File: src/speed_ramp_generator_assert.svh
`ifndef SPEED_RAMP_GENERATOR_ASSERT_SVH
`define SPEED_RAMP_GENERATOR_ASSERT_SVH

// check a consequence in the same cycle
`define SRG_ASSERT_NOW(label, ante, cons) \
  label: assert property (@(posedge clk) disable iff (!rst_n) (ante) |-> (cons)) \
    else $error("speed_ramp_generator: same-cycle check failed");

// check a consequence in the next cycle
`define SRG_ASSERT_NEXT(label, ante, cons) \
  label: assert property (@(posedge clk) disable iff (!rst_n) (ante) |=> (cons)) \
    else $error("speed_ramp_generator: next-cycle check failed");

`endif

File: src/srg_pkg.sv
package srg_pkg;

  localparam int unsigned SPEED_W   = 16;
  localparam int unsigned RATE_W    = 16;
  localparam int unsigned RAMP_W    = 32;
  localparam int unsigned CMD_W     = 2;
  localparam int unsigned CFG_IDX_W = 2;
  localparam int unsigned PERIOD_W  = 9;
  localparam int unsigned STEP_W    = RATE_W + PERIOD_W;

  localparam logic [PERIOD_W-1:0] CONTROL_PERIOD_Q16 = PERIOD_W'(328);

  localparam logic [CFG_IDX_W-1:0] CFG_ACCEL_RATE = CFG_IDX_W'(0);
  localparam logic [CFG_IDX_W-1:0] CFG_DECEL_RATE = CFG_IDX_W'(1);

  localparam logic [RATE_W-1:0] ACCEL_RESET = RATE_W'(200);
  localparam logic [RATE_W-1:0] DECEL_RESET = RATE_W'(1000);

  typedef enum logic [CMD_W-1:0] {
    CMD_TICK     = 2'd0,
    CMD_SNAP     = 2'd1,
    CMD_SET_BOTH = 2'd2,
    CMD_SET_RAMP = 2'd3
  } cmd_t;

  function automatic logic signed [SPEED_W-1:0] q16_whole(input logic signed [RAMP_W-1:0] q);
    logic signed [SPEED_W-1:0] fl;
    fl = q[RAMP_W-1:16];
    if (q[RAMP_W-1] && (q[15:0] != 16'd0)) begin
      fl = fl + SPEED_W'(1);
    end
    return fl;
  endfunction

endpackage

File: src/speed_ramp_generator.sv
// An accepted item is held in the input stage registers; its result is registered into
// the output stage (out_valid high after it), later only while a waiting result holds it.
// Throughput: one item per cycle while out_ready is high; the input stalls only when
// both stages hold items and the result waits.
// Compares, a 16x9 multiply, an add and a clamp sit between the input and state registers.
// Reset (rst_n low, synchronous): target, ramp and drive speed clear to zero,
// accel_rate returns to 200, decel_rate to 1000, both pipeline stages empty.
module speed_ramp_generator (
  input  logic                                 clk,
  input  logic                                 rst_n,
  input  logic                                 in_valid,
  output logic                                 in_ready,
  input  logic [srg_pkg::CMD_W-1:0]            in_cmd,
  input  logic signed [srg_pkg::SPEED_W-1:0]   in_speed_value,
  input  logic signed [srg_pkg::SPEED_W-1:0]   in_left_wheel_speed,
  input  logic signed [srg_pkg::SPEED_W-1:0]   in_right_wheel_speed,
  output logic                                 out_valid,
  input  logic                                 out_ready,
  output logic signed [srg_pkg::SPEED_W-1:0]   out_drive_speed,
  output logic signed [srg_pkg::SPEED_W-1:0]   out_ramp_whole,
  output logic signed [srg_pkg::SPEED_W-1:0]   out_target_now,
  input  logic                                 cfg_valid,
  output logic                                 cfg_ready,
  input  logic [srg_pkg::CFG_IDX_W-1:0]        cfg_index,
  input  logic [srg_pkg::RATE_W-1:0]           cfg_data
);
  import srg_pkg::*;

  `include "speed_ramp_generator_assert.svh"

  logic                        s1_valid_r;
  cmd_t                        cmd_r;
  logic signed [SPEED_W-1:0]   speed_r;
  logic signed [SPEED_W-1:0]   left_r;
  logic signed [SPEED_W-1:0]   right_r;
  logic                        out_valid_r;

  logic [RATE_W-1:0]           accel_r;
  logic [RATE_W-1:0]           decel_r;
  logic signed [SPEED_W-1:0]   target_r;
  logic signed [RAMP_W-1:0]    ramp_r;
  logic signed [SPEED_W-1:0]   drive_r;
  logic signed [SPEED_W-1:0]   ramp_whole_r;

  logic signed [SPEED_W-1:0]   target_nxt;
  logic signed [RAMP_W-1:0]    ramp_nxt;
  logic signed [SPEED_W-1:0]   drive_nxt;

  logic                        advance;
  logic signed [RAMP_W-1:0]    tq;
  logic signed [RAMP_W-1:0]    vq;
  logic [STEP_W-1:0]           step_up;
  logic [STEP_W-1:0]           step_dn;
  logic signed [RAMP_W+1:0]    ramp_x;
  logic signed [RAMP_W+1:0]    tq_x;
  logic signed [RAMP_W+1:0]    ramp_up;
  logic signed [RAMP_W+1:0]    ramp_dn;
  logic signed [RAMP_W-1:0]    ramp_tick;

  logic signed [SPEED_W:0]     wheel_sum;
  logic signed [SPEED_W-1:0]   measured;
  logic signed [RAMP_W:0]      diff_q;
  logic signed [SPEED_W+1:0]   dc;
  logic signed [SPEED_W+1:0]   dm;
  logic signed [SPEED_W+1:0]   ac;
  logic signed [SPEED_W+1:0]   am;
  logic signed [RAMP_W-1:0]    ramp_snap;

  assign advance   = s1_valid_r && (!out_valid_r || out_ready);
  assign in_ready  = !s1_valid_r || advance;
  assign cfg_ready = 1'b1;

  assign out_valid       = out_valid_r;
  assign out_drive_speed = drive_r;
  assign out_ramp_whole  = ramp_whole_r;
  assign out_target_now  = target_r;

  assign tq = {target_r, 16'h0000};
  assign vq = {speed_r, 16'h0000};

  // tick: step toward the target, clamp at it
  always_comb begin
    step_up   = {{PERIOD_W{1'b0}}, accel_r} * {{RATE_W{1'b0}}, CONTROL_PERIOD_Q16};
    step_dn   = {{PERIOD_W{1'b0}}, decel_r} * {{RATE_W{1'b0}}, CONTROL_PERIOD_Q16};
    ramp_x    = {{2{ramp_r[RAMP_W-1]}}, ramp_r};
    tq_x      = {{2{tq[RAMP_W-1]}}, tq};
    ramp_up   = ramp_x + $signed({{(RAMP_W+2-STEP_W){1'b0}}, step_up});
    ramp_dn   = ramp_x - $signed({{(RAMP_W+2-STEP_W){1'b0}}, step_dn});
    ramp_tick = ramp_r;
    if (tq > ramp_r) begin
      ramp_tick = (ramp_up > tq_x) ? tq : ramp_up[RAMP_W-1:0];
    end else if (tq < ramp_r) begin
      ramp_tick = (ramp_dn < tq_x) ? tq : ramp_dn[RAMP_W-1:0];
    end
  end

  // snap rule
  always_comb begin
    wheel_sum = {left_r[SPEED_W-1], left_r} + {right_r[SPEED_W-1], right_r};
    measured  = wheel_sum[SPEED_W:1];
    if (wheel_sum[SPEED_W] && wheel_sum[0]) begin
      measured = measured + SPEED_W'(1);
    end
    diff_q = {vq[RAMP_W-1], vq} - {ramp_r[RAMP_W-1], ramp_r};
    dc     = {diff_q[RAMP_W], diff_q[RAMP_W:16]};
    if (diff_q[RAMP_W] && (diff_q[15:0] != 16'd0)) begin
      dc = dc + (SPEED_W+2)'(1);
    end
    dm = {{2{speed_r[SPEED_W-1]}}, speed_r} - {{2{measured[SPEED_W-1]}}, measured};
    ac = dc[SPEED_W+1] ? -dc : dc;
    am = dm[SPEED_W+1] ? -dm : dm;
    ramp_snap = ramp_r;
    if (dc[SPEED_W+1] == dm[SPEED_W+1]) begin
      if (ac > am) begin
        ramp_snap = {measured, 16'h0000};
      end
    end else begin
      ramp_snap = vq;
    end
  end

  always_comb begin
    target_nxt = target_r;
    ramp_nxt   = ramp_r;
    drive_nxt  = drive_r;
    unique case (cmd_r)
      CMD_TICK: begin
        ramp_nxt  = ramp_tick;
        drive_nxt = q16_whole(ramp_tick);
      end
      CMD_SNAP: begin
        target_nxt = speed_r;
        ramp_nxt   = ramp_snap;
      end
      CMD_SET_BOTH: begin
        target_nxt = speed_r;
        ramp_nxt   = vq;
      end
      CMD_SET_RAMP: begin
        ramp_nxt = vq;
      end
      default: begin
        ramp_nxt = ramp_r;
      end
    endcase
  end

  always_ff @(posedge clk) begin
    if (!rst_n) begin
      s1_valid_r <= 1'b0;
    end else if (in_ready) begin
      s1_valid_r <= in_valid;
    end
  end

  always_ff @(posedge clk) begin
    if (in_valid && in_ready) begin
      cmd_r   <= cmd_t'(in_cmd);
      speed_r <= in_speed_value;
      left_r  <= in_left_wheel_speed;
      right_r <= in_right_wheel_speed;
    end
  end

  always_ff @(posedge clk) begin
    if (!rst_n) begin
      out_valid_r  <= 1'b0;
      target_r     <= '0;
      ramp_r       <= '0;
      drive_r      <= '0;
      ramp_whole_r <= '0;
    end else begin
      if (advance) begin
        out_valid_r  <= 1'b1;
        target_r     <= target_nxt;
        ramp_r       <= ramp_nxt;
        drive_r      <= drive_nxt;
        ramp_whole_r <= q16_whole(ramp_nxt);
      end else if (out_ready) begin
        out_valid_r <= 1'b0;
      end
    end
  end

  always_ff @(posedge clk) begin
    if (!rst_n) begin
      accel_r <= ACCEL_RESET;
      decel_r <= DECEL_RESET;
    end else if (cfg_valid && cfg_ready) begin
      if (cfg_index == CFG_ACCEL_RATE) begin
        accel_r <= cfg_data;
      end else if (cfg_index == CFG_DECEL_RATE) begin
        decel_r <= cfg_data;
      end
    end
  end

  `SRG_ASSERT_NOW(a_ready_stall, !in_ready, s1_valid_r && out_valid_r && !out_ready)
  `SRG_ASSERT_NEXT(a_drive_only_tick, advance && (cmd_r != CMD_TICK), drive_r == $past(drive_r))
  `SRG_ASSERT_NEXT(a_tick_no_overshoot_dn, advance && (cmd_r == CMD_TICK) && (tq <= ramp_r),
                   ramp_r >= $past(tq))
  `SRG_ASSERT_NEXT(a_tick_no_overshoot_up, advance && (cmd_r == CMD_TICK) && (tq >= ramp_r),
                   ramp_r <= $past(tq))

endmodule
File: config.mk
export PLATFORM = sky130hd
export DESIGN_NAME = speed_ramp_generator
export DESIGN_NICKNAME = d
export VERILOG_FILES = /design/src/srg_pkg.sv /design/src/speed_ramp_generator.sv
export VERILOG_INCLUDE_DIRS = /design/src /design/src/src
export SDC_FILE = /design/constraint.sdc
export NUM_CORES = 1
export LEC_CHECK = 0
export ABC_CLOCK_PERIOD_IN_PS = 22300
export BUFFER_PORTS_ARGS = -buffer_cell sky130_fd_sc_hd__buf_2
export CAP_MARGIN = 10
export CORE_UTILIZATION = 56
export DETAILED_ROUTE_END_ITERATION = 12
export HOLD_SLACK_MARGIN = 0.15
export PLACE_DENSITY = 0.76
export SLEW_MARGIN = 30
export SYNTH_ARGS = -nofsm -noshare
export SYNTH_HDL_FRONTEND = slang
export SYNTH_SLANG_ARGS = --single-unit
File: constraint.sdc
create_clock -name clk -period 22.3 [get_ports clk]
set_input_delay 3.345 -clock clk [delete_from_list [all_inputs] [get_ports clk]]
set_output_delay 3.345 -clock clk [all_outputs]
set_load 0.02 [all_outputs]
==> results.md <==
* Clk_lat worst skew at 0.47 ns
* Postcts setup bufs at 0
* Final wirelength at 60700 um
* Wire per inst at 20.7 um
* Via-per-instance ratio at 6.28
* Post-synth top area share at 18.2%
* Setup-failing EPs final at 0
* Setup CP Type: flip-flop to flip-flop
* Critical Path RT at 22.64 ns
* DRC at 0
* Initial drt markers at 1859
* Cell Count, Final, Fillers Out at 2936
* TritonCTS buffer count at 17
* Die Y at 186 um
* CTS max path bufs at 2
* Reg clk slew, reported paths at 0.07 ns
* Post-synth ARST share at 0%
* Worst reg2reg path depth at 42
* Total core area at 0.0334 mm^2
* Final RePlAce weighted congestion at 0.985
* Period utilization at 47.5%
* Synth Warn # at 0
* CTS tree: yes
* Die width at 186 um
* Slew Viols, Final at 0
* Synth top area cells: ha_1, dfxtp_1, edfxtp_1
* Crit path launch type: flip-flop
* Hold WC Path Type: flip-flop to flip-flop
* Critical path's slowest cell: o32ai_1
* Number of global-route vias before repair at 16800
* H-tree Lvls at 4
* RSZ-0062 raised after global routing: false
* Clk Tree Root Cell: clkbuf_16
* Worst Setup SP: decel_r[2]$_SDFFE_PN0P_
* Max cap viols at 0
* Drt first pass iters at 6
* Peak supply drop at 0.0622 mV
* Fin crit period at 10.59 ns
* Clk_skew at 0.0180 ns
* Crit end category: flip-flop
* Most common cell on crit path: o21ai_0
* Final Hold Fails at 0
* Worst-Margin Slew at 0.949 ns
* FF-to-FF End: out_ramp_whole[9]$_SDFFE_PN0P_
* Initial antenna violation count at 2
* Starting Density at 56.7%
* GRT Util Overall at 35.2%
* Pwr dens at 83.1 mW/mm^2
* Area after DPL at 0.0199 mm^2
* Crit-path max cell delay at 0.81 ns
* Worst Setup EP: out_ramp_whole[9]$_SDFFE_PN0P_
* Register area share after synthesis at 19.9%
* Total I/O pin count at 124
* Cell Area, Synth at 0.0190 mm^2
* Share of cells above drive strength 1 at 9.85%
* First-pass GRT wire length at 93200 um
* Port buffer count at 122
* Status: complete, no violations
* Synth Flop Type: dfxtp_1
* Core Rows at 67
* Largest area contributor in the netlist: ha_1
* Final instance area at 0.0206 mm^2
* Cell count after placement at 2902
* Largest net degree at the start of global routing at 73
* Reg2Reg Launch Point: decel_r[2]$_SDFFE_PN0P_
* Hold buffers post-CTS at 0
* Sink Count at 164
* Avg Inst Size Synth at 7.93 um^2
* #FFs+latches synth at 164
* Routed Antenna Nets at 0
* Gate Count Post-Synth at 2394
* Pleak at 0.00920 uW
* EDFF count, synth at 50
* # resized after CTS at 0
* Grt ovf at 0
* Highest fanout seen on the critical path at 13
* Critical Path AT at 10.93 ns
* Routed vias at 18400
* Max_slew headroom at 36.5%
* Final-stage net count at 2849
* DPL Wire Length at 48600 um
* R2R Setup Slk at 11.71 ns
* Total negative setup slack at 0 ns
* Netlist cell types at 109
* Die area at 0.0346 mm^2
* Area Overhead vs Synth at 8.39%
* Fmax at 94.4 MHz
[cells in the final DEF (no fill, tap or decap), types with 52 or more instances in the layout]
| cell | instances |
|---|---|
| ha_1 | 276 |
| nand2_1 | 245 |
| inv_1 | 239 |
| a21oi_1 | 181 |
| nor2_1 | 180 |
| buf_2 | 122 |
| xnor2_1 | 119 |
| dfxtp_1 | 114 |
| o21ai_0 | 112 |
| xor2_1 | 56 |
| nand3_1 | 52 |
[synthesized netlist by cell type, types with 9 or more instances]
master and number:
a211oi_1 33, a211o_1 9, nand4_1 39, nor2_1 180, nand2_1 245, fa_1 26
o21bai_1 10, clkbuf_1 62, xor2_1 56, edfxtp_1 50, inv_1 240, o21ai_1 11
nor4_1 14, a21boi_0 17, o22a_1 9, nand2b_1 23, nor3_1 46, nor2b_1 20
and2_1 23, o211ai_1 28, xnor2_1 119, o31ai_1 14, a21o_1 45, a22oi_1 14
and3_1 22, ha_1 276, o21a_1 29, a31oi_1 19, or3_1 17, o22ai_1 16
o221ai_1 10, dfxtp_1 114, nand3_1 52, or2_2 13, a21oi_1 181, o21ai_0 112
[sequential cells by signal (all words and copies together) (netlist names)]
signal / count
out_drive_speed: 16
out_valid: 1
decel_r: 16
ramp_r: 32
left_r: 16
out_ramp_whole: 16
speed_r: 16
out_target_now: 16
right_r: 16
cmd_r: 2
s1_valid_r: 1
accel_r: 16
[through the flow]
| stage | total power (uW) | setup slack [ns] | hold WS (ns) | utilization [%] |
|---|---|---|---|---|
| finish | 1710 | 11.71 | 0.465 | 61.5 |
| global route | 1810 | 10.91 | 0.476 | 61.5 |
| CTS | 1680 | 11.80 | 0.468 | 61.4 |
| detailed placement | 1350 | 11.89 | 0.449 | 59.6 |
| global placement | 1330 | 12.07 | 0.444 | 59.6 |
| floorplan | 1080 | 13.70 | 0.431 | - |
[kinds of logic after synthesis]
kind of cell / synth area share, %
buffers and inverters: 6.48
adders and majority gates: 20.9
DFF: 19.9
AOI/OAI and AO/OA: 23.9
xor gates and xnor gates: 8.08
and+or+nand+nor: 20.0
other: 0.0396
muxes: 0.613
[where the power goes]
| part | internal, uW | switching (uW) |
|---|---|---|
| Clock | 171 | 149 |
| Combinational | 384 | 656 |
| Sequential | 324 | 24.0 |
| Total | 879 | 829 |
[routing by layer]
layer | global-route usage [%] | vias to the layer above | share of wire (%)
met4 | 10.4 | 0 | 2.4
met2 | 51.4 | 828 | 42
li1 | - | 8799 | -
met3 | 7.73 | 117 | 10
met5 | 0 | - | 0
met1 | 51.0 | 8702 | 46
[worst max-delay path, delay by kind of cell (launching register included)]
kind	cells	cell delay [ns]
xor gates and xnor gates	1	0.13
adders and majority gates	6	2.16
DFF	1	0.35
buffers and inverters	3	0.45
AOI/OAI and AO/OA	21	5.55
muxes	1	0.12
and+or+nand+nor	10	1.68
[worst min path at each step]
stage	cells after the start	endpoint	start
3_3_place_gp	1	ramp_r[1]$_SDFFE_PN0P_	ramp_r[1]$_SDFFE_PN0P_
6_report	2	out_ramp_whole[9]$_SDFFE_PN0P_	out_ramp_whole[9]$_SDFFE_PN0P_
3_5_place_dp	1	ramp_r[2]$_SDFFE_PN0P_	ramp_r[2]$_SDFFE_PN0P_
4_1_cts	1	ramp_r[2]$_SDFFE_PN0P_	ramp_r[2]$_SDFFE_PN0P_
2_1_floorplan	1	ramp_r[2]$_SDFFE_PN0P_	ramp_r[2]$_SDFFE_PN0P_
5_1_grt	1	ramp_r[2]$_SDFFE_PN0P_	ramp_r[2]$_SDFFE_PN0P_
[cell type report]
| type | instances | area [um^2] |
|---|---|---|
| sequential | 164 | 3780 |
| multi-input combinational | 1914 | 14000 |
| clock buffer | 17 | 425 |
| clock inverter | 15 | 185 |
| timing repair buffer | 135 | 706 |
| inverter | 242 | 908 |
| tap | 448 | 561 |
| antenna | 1 | 2.50 |
| fill | 3001 | 12900 |
(Power assumes the default switching activity.)
